===== config.mk =====
export PLATFORM = sky130hd
export DESIGN_NAME = integer_to_roman_encoder_top
export DESIGN_NICKNAME = d
export VERILOG_FILES = /design/src/sv/i2r_pkg.sv /design/src/sv/i2r_dp.sv /design/src/sv/i2r_ctrl.sv /design/src/sv/integer_to_roman_encoder_top.sv
export SDC_FILE = /design/constraint.sdc
export NUM_CORES = 1
export LEC_CHECK = 0
export BUFFER_PORTS_ARGS = -buffer_cell sky130_fd_sc_hd__buf_2
export CAP_MARGIN = 20
export CORE_MARGIN = 1.5
export CORE_UTILIZATION = 50
export DETAILED_ROUTE_END_ITERATION = 7
export PLACE_DENSITY_LB_ADDON = 0.15
export REMOVE_ABC_BUFFERS = 1
export SYNTH_ARGS = -nofsm -noshare
export SYNTH_HDL_FRONTEND = slang
export SYNTH_SLANG_ARGS = --single-unit

===== constraint.sdc =====
create_clock -name i_clk -period 6.05 [get_ports i_clk]
set_input_delay 0.3025 -clock i_clk [delete_from_list [all_inputs] [get_ports i_clk]]
set_output_delay 0.3025 -clock i_clk [all_outputs]
set_load 0.03 [all_outputs]

===== src/sv/i2r_pkg.sv =====
package i2r_pkg;

    localparam int unsigned VALUE_W  = 12;
    localparam int unsigned LETTER_W = 8;
    localparam int unsigned IDX_W    = 4;
    localparam int unsigned ROWS     = 13;

    localparam logic [VALUE_W-1:0]  MAX_VALUE = 12'd3999;
    localparam logic [IDX_W-1:0]    LAST_ROW  = 4'(ROWS - 1);

    localparam logic [LETTER_W-1:0] CH_NONE = 8'h00;
    localparam logic [LETTER_W-1:0] CH_M    = 8'h4D;
    localparam logic [LETTER_W-1:0] CH_D    = 8'h44;
    localparam logic [LETTER_W-1:0] CH_C    = 8'h43;
    localparam logic [LETTER_W-1:0] CH_L    = 8'h4C;
    localparam logic [LETTER_W-1:0] CH_X    = 8'h58;
    localparam logic [LETTER_W-1:0] CH_V    = 8'h56;
    localparam logic [LETTER_W-1:0] CH_I    = 8'h49;

    typedef enum logic [1:0] {
        ST_IDLE,
        ST_RUN,
        ST_SECOND
    } t_state;

    // controller -> datapath
    typedef struct packed {
        logic load;         // take value, start at row 0
        logic emit_empty;   // zero value: single empty result
        logic emit_first;   // put first letter of current row
        logic emit_second;  // put second letter of current row
        logic subtract;     // rest -= weight of current row
        logic advance;      // move to next row
    } t_dp_cmd;

    // datapath -> controller
    typedef struct packed {
        logic in_zero;
        logic in_ok;
        logic fits;         // rest >= weight
        logic two_letter;
        logic rem_zero;     // rest - weight == 0
    } t_dp_sts;

    function automatic logic [VALUE_W-1:0] row_weight(input logic [IDX_W-1:0] k);
        logic [VALUE_W-1:0] w;
        unique case (k)
            4'd0:    w = 12'd1000;
            4'd1:    w = 12'd900;
            4'd2:    w = 12'd500;
            4'd3:    w = 12'd400;
            4'd4:    w = 12'd100;
            4'd5:    w = 12'd90;
            4'd6:    w = 12'd50;
            4'd7:    w = 12'd40;
            4'd8:    w = 12'd10;
            4'd9:    w = 12'd9;
            4'd10:   w = 12'd5;
            4'd11:   w = 12'd4;
            default: w = 12'd1;
        endcase
        return w;
    endfunction

    function automatic logic [LETTER_W-1:0] row_first(input logic [IDX_W-1:0] k);
        logic [LETTER_W-1:0] ch;
        unique case (k)
            4'd0:    ch = CH_M;
            4'd1:    ch = CH_C;
            4'd2:    ch = CH_D;
            4'd3:    ch = CH_C;
            4'd4:    ch = CH_C;
            4'd5:    ch = CH_X;
            4'd6:    ch = CH_L;
            4'd7:    ch = CH_X;
            4'd8:    ch = CH_X;
            4'd9:    ch = CH_I;
            4'd10:   ch = CH_V;
            default: ch = CH_I;
        endcase
        return ch;
    endfunction

    // CH_NONE marks a one-letter symbol
    function automatic logic [LETTER_W-1:0] row_second(input logic [IDX_W-1:0] k);
        logic [LETTER_W-1:0] ch;
        unique case (k)
            4'd1:    ch = CH_M;
            4'd3:    ch = CH_D;
            4'd5:    ch = CH_C;
            4'd7:    ch = CH_L;
            4'd9:    ch = CH_X;
            4'd11:   ch = CH_V;
            default: ch = CH_NONE;
        endcase
        return ch;
    endfunction

endpackage


===== src/sv/i2r_dp.sv =====
module i2r_dp
    import i2r_pkg::*;
(
    input  logic                i_clk,
    input  logic                i_rst_n,
    input  logic [VALUE_W-1:0]  i_value,
    input  t_dp_cmd             i_cmd,
    output t_dp_sts             o_sts,
    output logic                o_strobe,
    output logic [LETTER_W-1:0] o_letter,
    output logic                o_last,
    output logic                o_empty_res
);

    logic [VALUE_W-1:0]  r_rest, n_rest;
    logic [IDX_W-1:0]    r_idx, n_idx;
    logic                r_strobe, n_strobe;
    logic [LETTER_W-1:0] r_letter, n_letter;
    logic                r_last, n_last;
    logic                r_empty, n_empty;

    logic [VALUE_W-1:0]  weight;
    logic [VALUE_W-1:0]  diff;
    logic [LETTER_W-1:0] second_ch;

    assign weight    = row_weight(r_idx);
    assign diff      = r_rest - weight;
    assign second_ch = row_second(r_idx);

    assign o_sts.in_zero    = (i_value == '0);
    assign o_sts.in_ok      = (i_value <= MAX_VALUE);
    assign o_sts.fits       = (r_rest >= weight);
    assign o_sts.two_letter = (second_ch != CH_NONE);
    assign o_sts.rem_zero   = (diff == '0);

    always_comb begin
        n_rest   = r_rest;
        n_idx    = r_idx;
        n_strobe = 1'b0;
        n_letter = r_letter;
        n_last   = r_last;
        n_empty  = r_empty;
        if (i_cmd.load) begin
            n_rest = i_value;
            n_idx  = '0;
        end
        if (i_cmd.emit_empty) begin
            n_strobe = 1'b1;
            n_letter = CH_NONE;
            n_last   = 1'b1;
            n_empty  = 1'b1;
        end
        if (i_cmd.emit_first) begin
            n_strobe = 1'b1;
            n_letter = row_first(r_idx);
            n_last   = !o_sts.two_letter && o_sts.rem_zero;
            n_empty  = 1'b0;
        end
        if (i_cmd.emit_second) begin
            n_strobe = 1'b1;
            n_letter = second_ch;
            n_last   = o_sts.rem_zero;
            n_empty  = 1'b0;
        end
        if (i_cmd.subtract) begin
            n_rest = diff;
        end
        if (i_cmd.advance && r_idx != LAST_ROW) begin
            n_idx = r_idx + 1'b1;
        end
    end

    always_ff @(posedge i_clk) begin
        if (!i_rst_n) begin
            r_strobe <= 1'b0;
        end else begin
            r_strobe <= n_strobe;
        end
        r_rest   <= n_rest;
        r_idx    <= n_idx;
        r_letter <= n_letter;
        r_last   <= n_last;
        r_empty  <= n_empty;
    end

    assign o_strobe    = r_strobe;
    assign o_letter    = r_letter;
    assign o_last      = r_last;
    assign o_empty_res = r_empty;

endmodule


===== src/sv/i2r_ctrl.sv =====
module i2r_ctrl
    import i2r_pkg::*;
(
    input  logic    i_clk,
    input  logic    i_rst_n,
    input  logic    i_start,
    input  t_dp_sts i_sts,
    output t_dp_cmd o_cmd,
    output logic    o_busy
);

    t_state r_state, n_state;

    always_ff @(posedge i_clk) begin
        if (!i_rst_n) begin
            r_state <= ST_IDLE;
        end else begin
            r_state <= n_state;
        end
    end

    always_comb begin
        n_state = r_state;
        o_cmd   = '0;
        unique case (r_state)
            ST_IDLE: begin
                if (i_start) begin
                    if (i_sts.in_zero) begin
                        o_cmd.emit_empty = 1'b1;
                    end else if (i_sts.in_ok) begin
                        o_cmd.load = 1'b1;
                        n_state    = ST_RUN;
                    end
                end
            end
            ST_RUN: begin
                if (i_sts.fits) begin
                    o_cmd.emit_first = 1'b1;
                    if (i_sts.two_letter) begin
                        n_state = ST_SECOND;
                    end else begin
                        o_cmd.subtract = 1'b1;
                        if (i_sts.rem_zero) begin
                            n_state = ST_IDLE;
                        end
                    end
                end else begin
                    o_cmd.advance = 1'b1;
                end
            end
            ST_SECOND: begin
                o_cmd.emit_second = 1'b1;
                o_cmd.subtract    = 1'b1;
                n_state = i_sts.rem_zero ? ST_IDLE : ST_RUN;
            end
            default: begin
                n_state = ST_IDLE;
            end
        endcase
    end

    assign o_busy = (r_state != ST_IDLE);

endmodule


===== src/sv/integer_to_roman_encoder_top.sv =====
// Integer to Roman numeral encoder. A value (0..3999) is taken when i_start
// is high and o_busy is low; it comes out as ASCII letters, one per o_strobe
// pulse, with o_last on the final letter. Results cannot be held off: each is
// valid for exactly one cycle. Zero gives one result with o_empty_res set and
// letter 0; values above 3999 are taken and dropped without any result. The
// encoder walks the 13-row symbol table with one compare/subtract step per
// cycle: each cycle either emits a letter or moves to the next row, and zero
// never raises o_busy. The first letter is emitted once the value is loaded
// into the rest register and every row before it is skipped, and goes out
// through the output register; the empty result for zero appears in the
// cycle after the transfer.
module integer_to_roman_encoder_top
    import i2r_pkg::*;
(
    input  logic                i_clk,
    input  logic                i_rst_n,
    input  logic                i_start,
    input  logic [VALUE_W-1:0]  i_value,
    output logic                o_busy,
    output logic                o_strobe,
    output logic [LETTER_W-1:0] o_letter,
    output logic                o_last,
    output logic                o_empty_res
);

    t_dp_cmd cmd;
    t_dp_sts sts;

    i2r_ctrl u_ctrl (
        .i_clk   (i_clk),
        .i_rst_n (i_rst_n),
        .i_start (i_start),
        .i_sts   (sts),
        .o_cmd   (cmd),
        .o_busy  (o_busy)
    );

    i2r_dp u_dp (
        .i_clk       (i_clk),
        .i_rst_n     (i_rst_n),
        .i_value     (i_value),
        .i_cmd       (cmd),
        .o_sts       (sts),
        .o_strobe    (o_strobe),
        .o_letter    (o_letter),
        .o_last      (o_last),
        .o_empty_res (o_empty_res)
    );

    a_empty_form: assert property (@(posedge i_clk) disable iff (!i_rst_n)
        o_strobe && o_empty_res |-> o_last && o_letter == CH_NONE)
        else $error("empty result malformed");

    a_zero_result: assert property (@(posedge i_clk) disable iff (!i_rst_n)
        i_start && !o_busy && i_value == '0 |=> o_strobe && o_empty_res && !o_busy)
        else $error("zero value did not give empty result");

    a_range_drop: assert property (@(posedge i_clk) disable iff (!i_rst_n)
        i_start && !o_busy && i_value > MAX_VALUE |=> !o_busy && !o_strobe)
        else $error("out of range value not dropped");

    a_busy_end: assert property (@(posedge i_clk) disable iff (!i_rst_n)
        $fell(o_busy) |-> o_strobe && o_last)
        else $error("busy dropped without final letter");

endmodule

After elaboration in Yosys (flattened, before gate mapping)
Memories as Yosys holds them, arrays and structs flattened. A register that Yosys moved wholly into a read port is not among the register bits.
Cells that the tools add are included.
Storage, ports and cells
  bits in registers: 29
  bits in read-only memories: 240
  bits of input ports: 15
  output and inout port bits: 12
  logic and storage cells: 77
  memories kept: 2
Operators by class
  add/subtract/negate cells: 2
  $lt $le $gt $ge: 2
  equal/unequal tests: 14
  muxes and demuxes: 37
  reductions and logical operators: 13
Memory list
  (no name shown): words 16, width 10, read ports 1, clocked after memory_dff 1, write ports 0, RTL line i2r_pkg.sv:47  | unique case (k)
  (no name shown): words 16, width 5, read ports 1, clocked after memory_dff 1, write ports 0, RTL line i2r_pkg.sv:67  | unique case (k)
Operators by type and width (number)
  $pmux W7 S6: 1
  $logic_not A12 Y1: 2
  $mux W12: 2
  $mux W8: 3
  $mux W1: 17
  $mux W2: 8
  $mux W4: 4
  $ge A12 B12 Y1: 1
  $le A12 B12 Y1 const B: 1
  $sub A12 B12 Y12: 1
  $eq A4 B3 Y1 const B: 2
  $eq A4 B4 Y1 const B: 2
  $ne A2 B2 Y1 const B: 4
  $reduce_bool A8 Y1: 1
  $pmux W2 S3: 1
  $reduce_bool A2 Y1: 3
  $reduce_and A5 Y1: 1
  $add A4 B1 Y4 const B: 1
  $eq A4 B1 Y1 const B: 1
  $eq A4 B2 Y1 const B: 1
  $ne A4 B4 Y1 const B: 1
  $ne A3 B1 Y1 const B: 1
  $reduce_bool A3 Y1: 1
  $eq A2 B1 Y1 const B: 1
  6 further kinds: 7

Depth between registers and ports, before layout
Gate-level depths: netlist of the first run.
  word-level depth: 8
  gate-level depth with buffers: 14
  mapped depth without buffers: 14

Modules after synthesis
From an unflattened synthesis of the first run, not the netlist that was laid out.
Unflattened totals
  cells, all modules: 284
  area total of the unflattened synthesis: 2690.1 µm²
By module, submodules not included
  i2r_dp: instances 1, cells each 257, area an instance 2454.9 µm², sequential area each 1011.0 µm²
  i2r_ctrl: instances 1, cells each 27, area an instance 235.2 µm², sequential area each 40.0 µm²

Worst setup path after synthesis of the first run
No wires, ideal clock.
  path kind: reg-to-reg
  start: register u_dp.r_rest[0]
  end: register (tool-made name)
  setup time: 0.121 ns
  arrival time: 2.706 ns
  required time: 5.929 ns
  slack: 3.224 ns
  stages on the path, launching flop included: 14
  path buffers: 0
  period minus slack after synthesis: 2.826 ns
  path through: edfxtp_1 -> inv_1 -> ha_1 -> fa_1 -> nand2b_1 -> a21oi_2 -> o21ai_1 -> a21o_4 -> a32oi_4 -> a21oi_2 -> ha_1 -> or2_2 -> a21oi_1 -> a21oi_1
RTL lines
  start, declared: RTL line i2r_dp.sv:15  | logic [VALUE_W-1:0] r_rest, n_rest;
  start signal, assigned: RTL line i2r_dp.sv:79  | r_rest <= n_rest;

Worst setup path in the final report of the first run
  start: register u_dp.r_rest[0]
  end: register u_dp.r_rest[8], enable pin
Between the ends
  longest elaborated chain between the ends: 4
RTL lines
  $ge A12 B12 Y1: RTL line i2r_dp.sv:32  | assign o_sts.fits = (r_rest >= weight);
  $mux W1: RTL line i2r_ctrl.sv:37  | if (i_sts.fits) begin
  $pmux W1 S2: RTL line i2r_ctrl.sv:25  | unique case (r_state)
  $reduce_bool A2 Y1 (no source line)
No other way between the ends.
A chain may end at the register's enable or synchronous reset.

==> results of run 1 <==
==> worst max path at each step <==
stage                                   from                        to  slack [ns]  depth (start not counted)
finish              u_dp.r_rest[0]$_DFFE_PP_  u_dp.r_rest[8]$_DFFE_PP_        2.60                         11
global route        u_dp.r_rest[0]$_DFFE_PP_  u_dp.r_rest[9]$_DFFE_PP_        2.31                         11
CTS                 u_dp.r_rest[0]$_DFFE_PP_  u_dp.r_rest[8]$_DFFE_PP_        2.58                         11
detailed placement  u_dp.r_rest[0]$_DFFE_PP_  u_dp.r_rest[1]$_DFFE_PP_        2.63                         11
global placement    u_dp.r_rest[0]$_DFFE_PP_  u_dp.r_rest[0]$_DFFE_PP_        2.73                         11
floorplan           u_dp.r_rest[0]$_DFFE_PP_  u_dp.r_rest[0]$_DFFE_PP_        3.11                         11
==> through the flow <==
step	std cells	hold slack, ns	util [%]
2_1_floorplan	299	0.424	-
3_3_place_gp	395	0.489	54.1
3_5_place_dp	395	0.486	54.1
4_1_cts	403	0.246	56.3
5_1_grt	403	0.252	56.3
6_report	403	0.248	56.3
==> per-layer routing <==
layer,part of all wire [%],vias up
li1,-,1137
met1,49,1021
met2,45,49
met3,4.2,8
met4,1.3,0
met5,0,-
==> cells by family (layout without fill, tap and decap cells) <==
family,count (synthesis),after routing,share of synthesized area [%]
simple gates,108,108,19.0
compound gates,82,82,21.1
flops,41,41,37.4
buf+inv,36,57,5.48
fa+ha+maj,23,23,10.5
mux,10,10,3.79
xor+xnor,8,8,2.50
other cells,1,2,0.134
==> final cells by class <==
type	count	area (sq um)	share of cell area (%)
multi-input cells	233	1610	52.1
flip-flops and latches	41	1050	34.1
repair buffers	24	120	3.90
inverters	25	93.8	3.05
well taps	72	90.1	2.92
clock buffers	6	82.6	2.68
clock inverters	2	37.5	1.22
==> power by group through the flow <==
stage | Clock [mW] | Sequential, mW | Combinational, mW
2_1_floorplan | 0 | 0.503 | 0.793
3_3_place_gp | 0 | 0.475 | 1.06
3_5_place_dp | 0 | 0.476 | 1.07
4_1_cts | 0.235 | 0.470 | 1.07
5_1_grt | 0.245 | 0.480 | 1.20
6_report | 0.230 | 0.470 | 1.08
==> cell usage in the layout (no fill, tap or decap), types with 2 or more instances in the layout <==
master / Yosys / routed
sky130_fd_sc_hd__nand2_1: 34 / 34
sky130_fd_sc_hd__inv_1: 25 / 25
sky130_fd_sc_hd__nor2_1: 24 / 24
sky130_fd_sc_hd__o21ai_0: 24 / 24
sky130_fd_sc_hd__buf_2: 3 / 24
sky130_fd_sc_hd__edfxtp_1: 23 / 23
sky130_fd_sc_hd__ha_1: 22 / 22
sky130_fd_sc_hd__dfxtp_1: 18 / 18
sky130_fd_sc_hd__a21oi_1: 16 / 16
sky130_fd_sc_hd__nand3_1: 8 / 8
sky130_fd_sc_hd__nor2b_1: 8 / 8
sky130_fd_sc_hd__nor3_1: 6 / 6
sky130_fd_sc_hd__clkbuf_8: 0 / 6
sky130_fd_sc_hd__nand2b_1: 5 / 5
sky130_fd_sc_hd__mux2_2: 5 / 5
sky130_fd_sc_hd__mux2i_1: 5 / 5
sky130_fd_sc_hd__xor2_1: 5 / 5
sky130_fd_sc_hd__nor4_1: 4 / 4
sky130_fd_sc_hd__or2_2: 4 / 4
sky130_fd_sc_hd__o22ai_1: 4 / 4
sky130_fd_sc_hd__o21ai_1: 3 / 3
sky130_fd_sc_hd__nand4_1: 3 / 3
sky130_fd_sc_hd__xnor2_1: 3 / 3
sky130_fd_sc_hd__o31ai_1: 3 / 3
sky130_fd_sc_hd__a21o_1: 3 / 3
sky130_fd_sc_hd__a211oi_1: 3 / 3
sky130_fd_sc_hd__a21oi_2: 2 / 2
sky130_fd_sc_hd__o21a_1: 2 / 2
sky130_fd_sc_hd__a31oi_1: 2 / 2
sky130_fd_sc_hd__or3_1: 2 / 2
sky130_fd_sc_hd__o2bb2ai_2: 2 / 2
sky130_fd_sc_hd__conb_1: 1 / 2
==> reports/qor.tcl, run 1 <==
set qor(cts_inserted_buffers) 5
set qor(grt_pass1_vias) 2022
set qor(synthDominantAreaCellType) {sky130_fd_sc_hd__edfxtp_1}
set qor(end_kind) {flip-flop}
set qor(rr_startpoint) {u_dp.r_rest[0]$_DFFE_PP_}
set qor(cp.arrival_ns) 3.38
set qor(grtUsageMet1_pct) 29.8
set qor(via_count) 2215
set qor(clock_latency_of_the_later_clocked_register_in_the_worst_skew_pair_ns) 0.29
set qor(worst_hold_path.num_cells) 2
set qor(timing.critical_path.required_ns) 5.98
set qor(clock_tree.buffer_depth) 2
set qor(critical_path_most_common_cell) {sky130_fd_sc_hd__nand2_1}
set qor(cp.buffers_inverters) 1
set qor(row_count) 27
set qor(synth.yosys.warnings) 0
set qor(vias_per_cell) 5.50
set qor(detail-route-antenna-nets) 0
set qor(most_frequent_cells_after_synthesis) {34 x sky130_fd_sc_hd__nand2_1, 25 x sky130_fd_sc_hd__inv_1, 24 x sky130_fd_sc_hd__nor2_1, 24 x sky130_fd_sc_hd__o21ai_0, 23 x sky130_fd_sc_hd__edfxtp_1}
set qor(fillCellCount) 513
set qor(postCtsHoldBufs) 0
set qor(cts_tree) {built}
set qor(power-per-cell-area_mw_per_mm2) 577
set qor(max_stage_delay_ns) 0.59
set qor(p_switching_uw) 826
set qor(rsz_0062_raised_after_global_routing) {no}
set qor(floorplan.initialDensity_pct) 51.3
set qor(setup_slack_ns) 2.60
set qor(power.internal_uw) 950
set qor(seq_power_share_pct) 26.4
set qor(hold_end) {u_dp.o_strobe$_SDFF_PN0_}
set qor(grt_most_used_layer) {met2}
set qor(setup.reg_to_reg.worst_slack_ns) 2.60
set qor(clock-skew-final_ns) 0.0113
set qor(crit_path_launch_type) {flip-flop}
set qor(global_route_wire_length_before_repair_um) 10000
set qor(synthToLayoutAreaGrowth_pct) 9.76
set qor(async_sr_flop_fraction_pct) 0
set qor(power.share.switching_pct) 46.5
set qor(floorplan.core_area_sq_mm) 0.00547
set qor(synth.ff_latch_count) 41
set qor(finalSetupViolCount) 0
set qor(cts_setup_buffers) 0
set qor(cts_resized) 0
set qor(ctsHtreeMaxLevel) 2
set qor(power.clock.fraction_pct) 12.9
set qor(global_route.usage.total_pct) 21.0
set qor(grt_use_met2_pct) 32.8
set qor(crit_path_max_fanout) 20
set qor(dominantRegCellSynth) {sky130_fd_sc_hd__edfxtp_1}
set qor(timing_hold_violations_final) 0
set qor(finalCriticalPeriod_ns) 3.45
set qor(timing.slew.headroom_pct) 54.9
set qor(worstMarginPinSlew_ns) 0.673
set qor(postSynthAreaPerCell_sq_um) 9.08
set qor(critPathKind) {flip-flop to flip-flop}
set qor(remaining_drc_errors) 0
set qor(fin_crit_sh_pct) 57.0
set qor(clock-sinks) 41
set qor(share_of_yosys_cell_area_claimed_by_the_top_area_cell_type_pct) 24.6
set qor(io_buffer_count) 24
set qor(drv_slew) 0
set qor(dp_hpwl_um) 4720
set qor(slowest_stage) {sky130_fd_sc_hd__nand2_1}
set qor(synth_area_sq_mm) 0.00281
set qor(final_nets) 368
set qor(path_cells) {inv_1 -> ha_1 -> fa_1 -> nand2b_1 -> a21oi_2 -> o21ai_1 -> a21o_4 -> a21oi_4 -> a21o_1 -> nand2_1 -> nand2_1}
set qor(critical_path.top_delay_family) {simple AND/OR/NAND/NOR gates}
set qor(die-area_sq_mm) 0.00607
set qor(antenna_cells_inserted) 0
set qor(vdd.ir_drop.worst_mv) 0.254
set qor(cap_violations) 0
set qor(layout-drive-gt1-share_pct) 16.9
set qor(depth_of_the_worst_register_to_register_path) 11
set qor(grt.met3_usage_pct) 3.76
set qor(fp.dieW_um) 77.9
set qor(min-delay-start) {i_rst_n}
set qor(synth.distinct_cells) 63
set qor(die_y_um) 77.9
set qor(global_route.overflow_total) 0
set qor(static-leakage-power_nw) 1.29
set qor(post_synthesis_sequential_area_ratio_pct) 37.4
set qor(setup_tns_ns) 0
set qor(yosys.cell_count.top_type) {sky130_fd_sc_hd__nand2_1}
set qor(avgRoutedWirePerCell_um) 15.0
set qor(synth_area_leaders) {sky130_fd_sc_hd__edfxtp_1 25%, sky130_fd_sc_hd__dfxtp_1 13%, sky130_fd_sc_hd__ha_1 9.8%, sky130_fd_sc_hd__nand2_1 4.5%, sky130_fd_sc_hd__o21ai_0 4.3%}
set qor(dr.first_iter.drc_count) 145
set qor(p_comb_share_pct) 60.6
set qor(place_worst_setup_slack_ns) 2.63
set qor(cts_root_buffer) {sky130_fd_sc_hd__clkbuf_8}
set qor(gpl.final_weighted_congestion) 0.832
set qor(stdcell_area_sq_mm) 0.00308
set qor(grt_antenna_before_repair) 0
set qor(fin_total_pwr_mw) 1.78
set qor(hp-class) {input pin to flip-flop}
set qor(drt_wl_total_um) 6050
set qor(clk_transition_reported_paths_ns) 0.09
set qor(ios) 27
set qor(pin_count_of_the_biggest_net_entering_global_routing) 21
set qor(rr_endpoint) {u_dp.r_rest[8]$_DFFE_PP_}
set qor(postPlaceCellArea_sq_mm) 0.00296
set qor(run_status) {finished clean}
set qor(fmax_mhz) 290
set qor(postSynthCellCount) 309
set qor(detail_route.first_pass.iterations) 6
set qor(synth-edff-count) 23
Note: power is estimated with default switching activity, not from simulation.
==> run 2: changes to the inputs <==
==> constraint.sdc (replaced) <==
create_clock -name i_clk -period 3 [get_ports i_clk]
set_input_delay 0.15 -clock i_clk [delete_from_list [all_inputs] [get_ports i_clk]]
set_output_delay 0.15 -clock i_clk [all_outputs]
set_load 0.03 [all_outputs]
==> run 2 against run 1 <==
Net effect: clock skew decreased by 0.0076 ns; design area increased by 5.0%; via count increased by 5.1%; routed wire length increased by 2.4%; final cell count increased by 3.7%; worst setup slack got worse by 2.4 ns; global-route usage increased by 0.47 points; critical path type unchanged; first-iteration DRC count increased by 21%; sequential share of layout area decreased by 1.6 points; register-to-register slack got worse by 2.4 ns.
==> reports/qor.tcl, run 2 (same netlist as run 1, synthesis figures left out) <==
set qor(end_kind) {flip-flop} ;# unchanged
set qor(die_y_um) 77.9 ;# unchanged
set qor(fin_crit_sh_pct) 94.8 ;# was 57.0%
set qor(drv_slew) 0 ;# unchanged
set qor(static-leakage-power_nw) 1.36 ;# was 1.29 nW
set qor(cts_inserted_buffers) 5 ;# unchanged
set qor(place_worst_setup_slack_ns) 0.0564 ;# was 2.63 ns
set qor(clock_tree.buffer_depth) 2 ;# unchanged
set qor(setup.reg_to_reg.worst_slack_ns) 0.16 ;# was 2.60 ns
set qor(vias_per_cell) 5.57 ;# was 5.50
set qor(crit_path_launch_type) {flip-flop} ;# unchanged
set qor(path_cells) {inv_1 -> ha_1 -> fa_2 -> nand2b_4 -> a21oi_2 -> o21ai_1 -> a21o_4 -> a32oi_4 -> a21boi_4 -> ha_1 -> or2_2 -> a21oi_1 -> a21oi_1} ;# was inv_1 -> ha_1 -> fa_1 -> nand2b_1 -> a21oi_2 -> o21ai_1 -> a21o_4 -> a21oi_4 -> a21o_1 -> nand2_1 -> nand2_1
set qor(postCtsHoldBufs) 0 ;# unchanged
set qor(setup_slack_ns) 0.157 ;# was 2.60 ns
set qor(floorplan.initialDensity_pct) 51.3 ;# unchanged
set qor(pin_count_of_the_biggest_net_entering_global_routing) 20 ;# was 21
set qor(gpl.final_weighted_congestion) 0.848 ;# was 0.832
set qor(synthToLayoutAreaGrowth_pct) 15.2 ;# was 9.76%
set qor(vdd.ir_drop.worst_mv) 0.471 ;# was 0.254 mV
set qor(detail_route.first_pass.iterations) 4 ;# was 6
set qor(critPathKind) {flip-flop to flip-flop} ;# unchanged
set qor(finalCriticalPeriod_ns) 2.84 ;# was 3.45 ns
set qor(power-per-cell-area_mw_per_mm2) 1130 ;# was 577 mW/mm^2
set qor(grt_pass1_vias) 2199 ;# was 2022
set qor(cap_violations) 0 ;# unchanged
set qor(global_route.usage.total_pct) 21.5 ;# was 21.0%
set qor(cp_startpoint) {u_dp.r_rest[0]$_DFFE_PP_} ;# unchanged
set qor(finalSetupViolCount) 0 ;# unchanged
set qor(fmax_mhz) 352 ;# was 290 MHz
set qor(global_route_wire_length_before_repair_um) 10300 ;# was 10000 um
set qor(final_nets) 383 ;# was 368
set qor(layout_commonest_cell) {sky130_fd_sc_hd__nand2_1} ;# unchanged
set qor(dr.first_iter.drc_count) 176 ;# was 145
set qor(dp_hpwl_um) 4740 ;# was 4720 um
set qor(clock-sinks) 41 ;# unchanged
set qor(fp.dieW_um) 77.9 ;# unchanged
set qor(row_count) 27 ;# unchanged
set qor(run_status) {finished clean} ;# unchanged
set qor(crit_path_max_fanout) 6 ;# was 20
set qor(io_buffer_count) 24 ;# unchanged
set qor(critical_path.top_delay_family) {compound AO/OA/AOI/OAI gates} ;# was simple AND/OR/NAND/NOR gates
set qor(via_count) 2328 ;# was 2215
set qor(drt_wl_total_um) 6200 ;# was 6050 um
set qor(worst_hold_path.num_cells) 2 ;# unchanged
set qor(antenna_cells_inserted) 0 ;# unchanged
set qor(fin_util_pct) 59.1 ;# was 56.3%
set qor(global_route.overflow_total) 0 ;# unchanged
set qor(rsz_0062_raised_after_global_routing) {no} ;# unchanged
set qor(timing.critical_path.required_ns) 3.19 ;# was 5.98 ns
set qor(clock-skew-final_ns) 0.00372 ;# was 0.0113 ns
set qor(grt_antenna_before_repair) 0 ;# unchanged
set qor(timing_hold_violations_final) 0 ;# unchanged
set qor(cts_tree) {built} ;# unchanged
set qor(max_stage_delay_ns) 0.36 ;# was 0.59 ns
set qor(ios) 27 ;# unchanged
set qor(die-area_sq_mm) 0.00607 ;# unchanged
set qor(depth_of_the_worst_register_to_register_path) 13 ;# was 11
set qor(layout.cells.most_common_list) {34 x sky130_fd_sc_hd__nand2_1, 24 x sky130_fd_sc_hd__inv_1, 24 x sky130_fd_sc_hd__nor2_1, 24 x sky130_fd_sc_hd__o21ai_0, 24 x sky130_fd_sc_hd__buf_2} ;# was 34 x sky130_fd_sc_hd__nand2_1, 25 x sky130_fd_sc_hd__inv_1, 24 x sky130_fd_sc_hd__nor2_1, 24 x sky130_fd_sc_hd__o21ai_0, 24 x sky130_fd_sc_hd__buf_2
set qor(slowest_stage) {sky130_fd_sc_hd__fa_2} ;# was sky130_fd_sc_hd__nand2_1
set qor(rr_startpoint) {u_dp.r_rest[0]$_DFFE_PP_} ;# unchanged
set qor(remaining_drc_errors) 0 ;# unchanged
set qor(floorplan.core_area_sq_mm) 0.00547 ;# unchanged
set qor(hold_end) {u_dp.o_strobe$_SDFF_PN0_} ;# unchanged
set qor(layout-drive-gt1-share_pct) 21.7 ;# was 16.9%
set qor(avgRoutedWirePerCell_um) 14.8 ;# was 15.0 um
set qor(timing.slew.headroom_pct) 64.6 ;# was 54.9%
set qor(cp.arrival_ns) 3.03 ;# was 3.38 ns
set qor(clock_latency_of_the_later_clocked_register_in_the_worst_skew_pair_ns) 0.29 ;# about the same
set qor(setup_tns_ns) 0 ;# unchanged
set qor(clk_transition_reported_paths_ns) 0.08 ;# was 0.09 ns
set qor(hp-class) {input pin to flip-flop} ;# unchanged
set qor(worstMarginPinSlew_ns) 0.527 ;# was 0.673 ns
set qor(ctsHtreeMaxLevel) 2 ;# unchanged
set qor(detail-route-antenna-nets) 0 ;# unchanged
set qor(cp.buffers_inverters) 1 ;# unchanged
set qor(cts_root_buffer) {sky130_fd_sc_hd__clkbuf_8} ;# unchanged
set qor(fin_hold_ws_ns) 0.0916 ;# was 0.248 ns
set qor(min-delay-start) {i_rst_n} ;# unchanged
-- run 2: per-layer routing --
layer | vias to the layer above | track usage [%] | part of all wire [%]
met1 | 1087 | 28.2 | 46
met2 | 61 | 36.8 | 49
met3 | 8 | 4.35 | 4.5
met5 | - | 0 | 0
met4 | 0 | 4.29 | 0.79
li1 | 1172 | - | -
-- run 2: layout make-up --
class | instances | area (sq um)
Multi-Input combinational cell | 234 | 1670
Clock buffer | 6 | 82.6
Tap cell | 72 | 90.1
Timing Repair Buffer | 38 | 229
Inverter | 25 | 97.6
Fill cell | 516 | 2240
Sequential cell | 41 | 1050
Clock inverter | 2 | 13.8
-- run 2: per-stage QoR --
| step | area (sq um) | cells | total power, mW |
|---|---|---|---|
| global route | 3230 | 418 | 3.98 |
| CTS | 3140 | 414 | 3.55 |
| floorplan | 2750 | 299 | 2.61 |
| finish | 3230 | 418 | 3.66 |
| global placement | 3040 | 406 | 3.15 |
| detailed placement | 3040 | 406 | 3.16 |
-- run 2: how the worst max path moves through the flow --
stage / cells after the start / endpoint
after floorplan: 11 / u_dp.r_rest[0]$_DFFE_PP_
after global placement: 13 / flip-flop
after detailed placement: 13 / flip-flop
after CTS: 13 / flip-flop
after global routing: 11 / u_ctrl.r_state[1]$_SDFFE_PN0P_
final: 13 / flip-flop
-- run 2: where the power goes --
group          internal [mW]  total (mW)  switching [mW]
clock                  0.186       0.375           0.189
combinational          0.929        2.32            1.39
sequential             0.851       0.961           0.110
total                   1.97        3.66            1.69
-- run 2: repair_timing --
action	CTS	global route
resized for setup	0	10
setup endpoints to repair	0	9
setup buffers	0	3
==> run 3: changes to the inputs <==
==> constraint.sdc (replaced) <==
create_clock -name i_clk -period 3 [get_ports i_clk]
set_input_delay 0.6 -clock i_clk [delete_from_list [all_inputs] [get_ports i_clk]]
set_output_delay 0.6 -clock i_clk [all_outputs]
set_load 0.03 [all_outputs]
==> run 3 against run 2 <==
Net effect: via count down 1.3%; critical path depth stayed put; die area unchanged; hold slack improved by 0.41 ns; flip-flop and latch count unchanged; clock power is 5% lower; power down 0.64%; largest cell class unchanged; combinational power barely moved; final cell count increased by 0.96%; non-clock buffer count is 5 higher.
==> reports/qor.tcl, run 3 (same netlist as run 1, synthesis figures left out) <==
set qor(cap_violations) 0 ;# unchanged
set qor(clock_latency_of_the_later_clocked_register_in_the_worst_skew_pair_ns) 0.30 ;# was 0.29 ns
set qor(postCtsHoldBufs) 0 ;# unchanged
set qor(seq_power_share_pct) 26.3 ;# about the same
set qor(max_stage_delay_ns) 0.37 ;# was 0.36 ns
set qor(end_kind) {flip-flop} ;# unchanged
set qor(static-leakage-power_nw) 1.38 ;# was 1.36 nW
set qor(cts_tree) {built} ;# unchanged
set qor(fin_crit_sh_pct) 95.9 ;# was 94.8%
set qor(die-area_sq_mm) 0.00607 ;# unchanged
set qor(io_buffer_count) 24 ;# unchanged
set qor(ctsHtreeMaxLevel) 2 ;# unchanged
set qor(drv_slew) 0 ;# unchanged
set qor(layout_commonest_cell) {sky130_fd_sc_hd__nand2_1} ;# unchanged
set qor(avgRoutedWirePerCell_um) 14.5 ;# was 14.8 um
set qor(run_status) {finished clean} ;# unchanged
set qor(rsz_0062_raised_after_global_routing) {yes} ;# was no
set qor(fillCellCount) 502 ;# was 516
set qor(slowest_stage) {sky130_fd_sc_hd__fa_2} ;# unchanged
set qor(via_count) 2297 ;# was 2328
set qor(grt_pass1_vias) 2091 ;# was 2199
set qor(fmax_mhz) 348 ;# was 352 MHz
set qor(p_switching_mw) 1.68 ;# was 1.69 mW
set qor(vdd.ir_drop.worst_mv) 0.444 ;# was 0.471 mV
set qor(finalCriticalPeriod_ns) 2.88 ;# was 2.84 ns
set qor(fin_total_pwr_mw) 3.63 ;# was 3.66 mW
set qor(remaining_drc_errors) 0 ;# unchanged
set qor(detail_route.first_pass.iterations) 4 ;# unchanged
set qor(layout-drive-gt1-share_pct) 22.0 ;# was 21.7%
set qor(global_route_wire_length_before_repair_um) 9830 ;# was 10300 um
set qor(power.internal_mw) 1.95 ;# was 1.97 mW
set qor(place_worst_setup_slack_ns) 0.0870 ;# was 0.0564 ns
set qor(dp_hpwl_um) 4600 ;# was 4740 um
set qor(hp-class) {flip-flop to flip-flop} ;# was input pin to flip-flop
set qor(finalSetupViolCount) 0 ;# unchanged
set qor(fp.dieW_um) 77.9 ;# unchanged
set qor(setup_tns_ns) 0 ;# unchanged
set qor(power.share.switching_pct) 46.4 ;# was 46.2%
set qor(floorplan.initialDensity_pct) 51.3 ;# unchanged
set qor(cp.buffers_inverters) 1 ;# unchanged
set qor(clock-skew-final_ns) 0.00678 ;# was 0.00372 ns
set qor(critPathKind) {flip-flop to flip-flop} ;# unchanged
set qor(global_route.overflow_total) 0 ;# unchanged
set qor(row_count) 27 ;# unchanged
set qor(setup_slack_ns) 0.122 ;# was 0.157 ns
set qor(final_nets) 387 ;# was 383
set qor(postPlaceCellArea_sq_mm) 0.00307 ;# was 0.00304 sq mm
set qor(clk_transition_reported_paths_ns) 0.08 ;# about the same
set qor(timing_hold_violations_final) 0 ;# unchanged
set qor(layout.cells.most_common_list) {34 x sky130_fd_sc_hd__nand2_1, 25 x sky130_fd_sc_hd__inv_1, 24 x sky130_fd_sc_hd__nor2_1, 24 x sky130_fd_sc_hd__o21ai_0, 24 x sky130_fd_sc_hd__buf_2} ;# was 34 x sky130_fd_sc_hd__nand2_1, 24 x sky130_fd_sc_hd__inv_1, 24 x sky130_fd_sc_hd__nor2_1, 24 x sky130_fd_sc_hd__o21ai_0, 24 x sky130_fd_sc_hd__buf_2
set qor(fin_hold_ws_ns) 0.497 ;# was 0.0916 ns
set qor(stdcell_area_sq_mm) 0.00322 ;# was 0.00323 sq mm
set qor(critical_path.top_delay_family) {compound AO/OA/AOI/OAI gates} ;# unchanged
set qor(hold_end) {u_dp.o_empty_res$_SDFFE_PP0P_} ;# was u_dp.o_strobe$_SDFF_PN0_
set qor(setup.reg_to_reg.worst_slack_ns) 0.12 ;# was 0.16 ns
set qor(depth_of_the_worst_register_to_register_path) 13 ;# unchanged
set qor(timing.critical_path.required_ns) 3.18 ;# was 3.19 ns
set qor(power.clock.fraction_pct) 9.9 ;# was 10.3%
set qor(min-delay-start) {u_dp.o_empty_res$_SDFFE_PP0P_} ;# was i_rst_n
set qor(power-per-cell-area_mw_per_mm2) 1130 ;# about the same
set qor(dr.first_iter.drc_count) 142 ;# was 176
set qor(pin_count_of_the_biggest_net_entering_global_routing) 20 ;# unchanged
set qor(floorplan.core_area_sq_mm) 0.00547 ;# unchanged
set qor(p_comb_share_pct) 63.8 ;# was 63.5%
set qor(vias_per_cell) 5.44 ;# was 5.57
set qor(worst_hold_path.num_cells) 2 ;# unchanged
set qor(gpl.final_weighted_congestion) 0.857 ;# was 0.848
set qor(crit_path_max_fanout) 6 ;# unchanged
set qor(antenna_cells_inserted) 0 ;# unchanged
set qor(cp.arrival_ns) 3.06 ;# was 3.03 ns
set qor(rr_startpoint) {u_dp.r_rest[0]$_DFFE_PP_} ;# unchanged
set qor(path_cells) {inv_1 -> ha_1 -> fa_2 -> nand2b_4 -> a21oi_4 -> o21ai_1 -> a21o_4 -> a32oi_4 -> a21oi_2 -> ha_2 -> or2_2 -> a21oi_1 -> a21oi_1} ;# was inv_1 -> ha_1 -> fa_2 -> nand2b_4 -> a21oi_2 -> o21ai_1 -> a21o_4 -> a32oi_4 -> a21boi_4 -> ha_1 -> or2_2 -> a21oi_1 -> a21oi_1
set qor(die_y_um) 77.9 ;# unchanged
set qor(crit_path_launch_type) {flip-flop} ;# unchanged
set qor(grt_antenna_before_repair) 0 ;# unchanged
set qor(cts_root_buffer) {sky130_fd_sc_hd__clkbuf_8} ;# unchanged
set qor(clock-sinks) 41 ;# unchanged
set qor(clock_tree.buffer_depth) 2 ;# unchanged
set qor(drt_wl_total_um) 6110 ;# was 6200 um
set qor(detail-route-antenna-nets) 0 ;# unchanged
set qor(critical_path_most_common_cell) {sky130_fd_sc_hd__a21oi_1}
set qor(global_route.usage.total_pct) 20.6 ;# was 21.5%
set qor(synthToLayoutAreaGrowth_pct) 14.8 ;# was 15.2%
set qor(cts_inserted_buffers) 5 ;# unchanged
set qor(ios) 27 ;# unchanged
-- run 3: cell types whose count changed in the layout (fill, tap and decap cells not counted), moves of 2 or more --
cell | previous run | this run
sky130_fd_sc_hd__clkinv_1 | 0 | 2
sky130_fd_sc_hd__nor2b_4 | 2 | 0
sky130_fd_sc_hd__nor2b_2 | 0 | 2
sky130_fd_sc_hd__buf_4 | 13 | 19
-- run 3: worst min-delay path: stages (launching register included) --
cell and delay, ns:
sky130_fd_sc_hd__dfxtp_1 0.32, sky130_fd_sc_hd__nor2_1 0.10, sky130_fd_sc_hd__nor3_1 0.05
-- run 3: per-stage QoR --
| step | utilization (%) | std cells |
|---|---|---|
| after floorplan | - | 299 |
| after global placement | 56.0 | 409 |
| after detailed placement | 56.0 | 409 |
| after CTS | 57.6 | 417 |
| after global routing | 58.9 | 422 |
| final | 58.9 | 422 |
-- run 3: worst max-delay path by stage --
stage	start	to	cells after the start
final	u_dp.r_rest[0]$_DFFE_PP_	flip-flop	13
after global routing	u_dp.r_rest[0]$_DFFE_PP_	flip-flop	13
after CTS	u_dp.r_rest[0]$_DFFE_PP_	flip-flop	13
after detailed placement	u_dp.r_rest[0]$_DFFE_PP_	flip-flop	13
after global placement	u_dp.r_rest[0]$_DFFE_PP_	flip-flop	13
after floorplan	u_dp.r_rest[0]$_DFFE_PP_	u_dp.r_rest[0]$_DFFE_PP_	11
-- run 3: per-layer routing --
metal,vias up,global-route usage [%],wire [um]
met5,-,0,0
met4,0,6.43,101
met3,9,4.24,224
met2,51,31.9,2750
met1,1061,28.9,3030
li1,1176,-,-
-- run 3: power groups by stage --
stage / Sequential (mW) / Combinational (mW) / Clock, mW
finish: 0.957 / 2.32 / 0.358
global route: 0.978 / 2.57 / 0.395
CTS: 0.957 / 2.22 / 0.368
detailed placement: 0.968 / 2.20 / 0
global placement: 0.966 / 2.20 / 0
floorplan: 1.02 / 1.60 / 0
-- run 3: final cells by class --
class	count	area [sq um]	area share (%)
clock buffers	5	68.8	2.14
multi-input cells	233	1640	50.9
clock inverters	3	16.3	0.505
flip-flops and latches	41	1050	32.6
well taps	72	90.1	2.80
inverters	25	93.8	2.91
repair buffers	43	263	8.15
-- run 3: timing repair --
item	in CTS	in global routing
hold endpoints to repair	0	0
resized for setup	0	6
endpoints found under the setup margin	0	8
buffers inserted	0	5
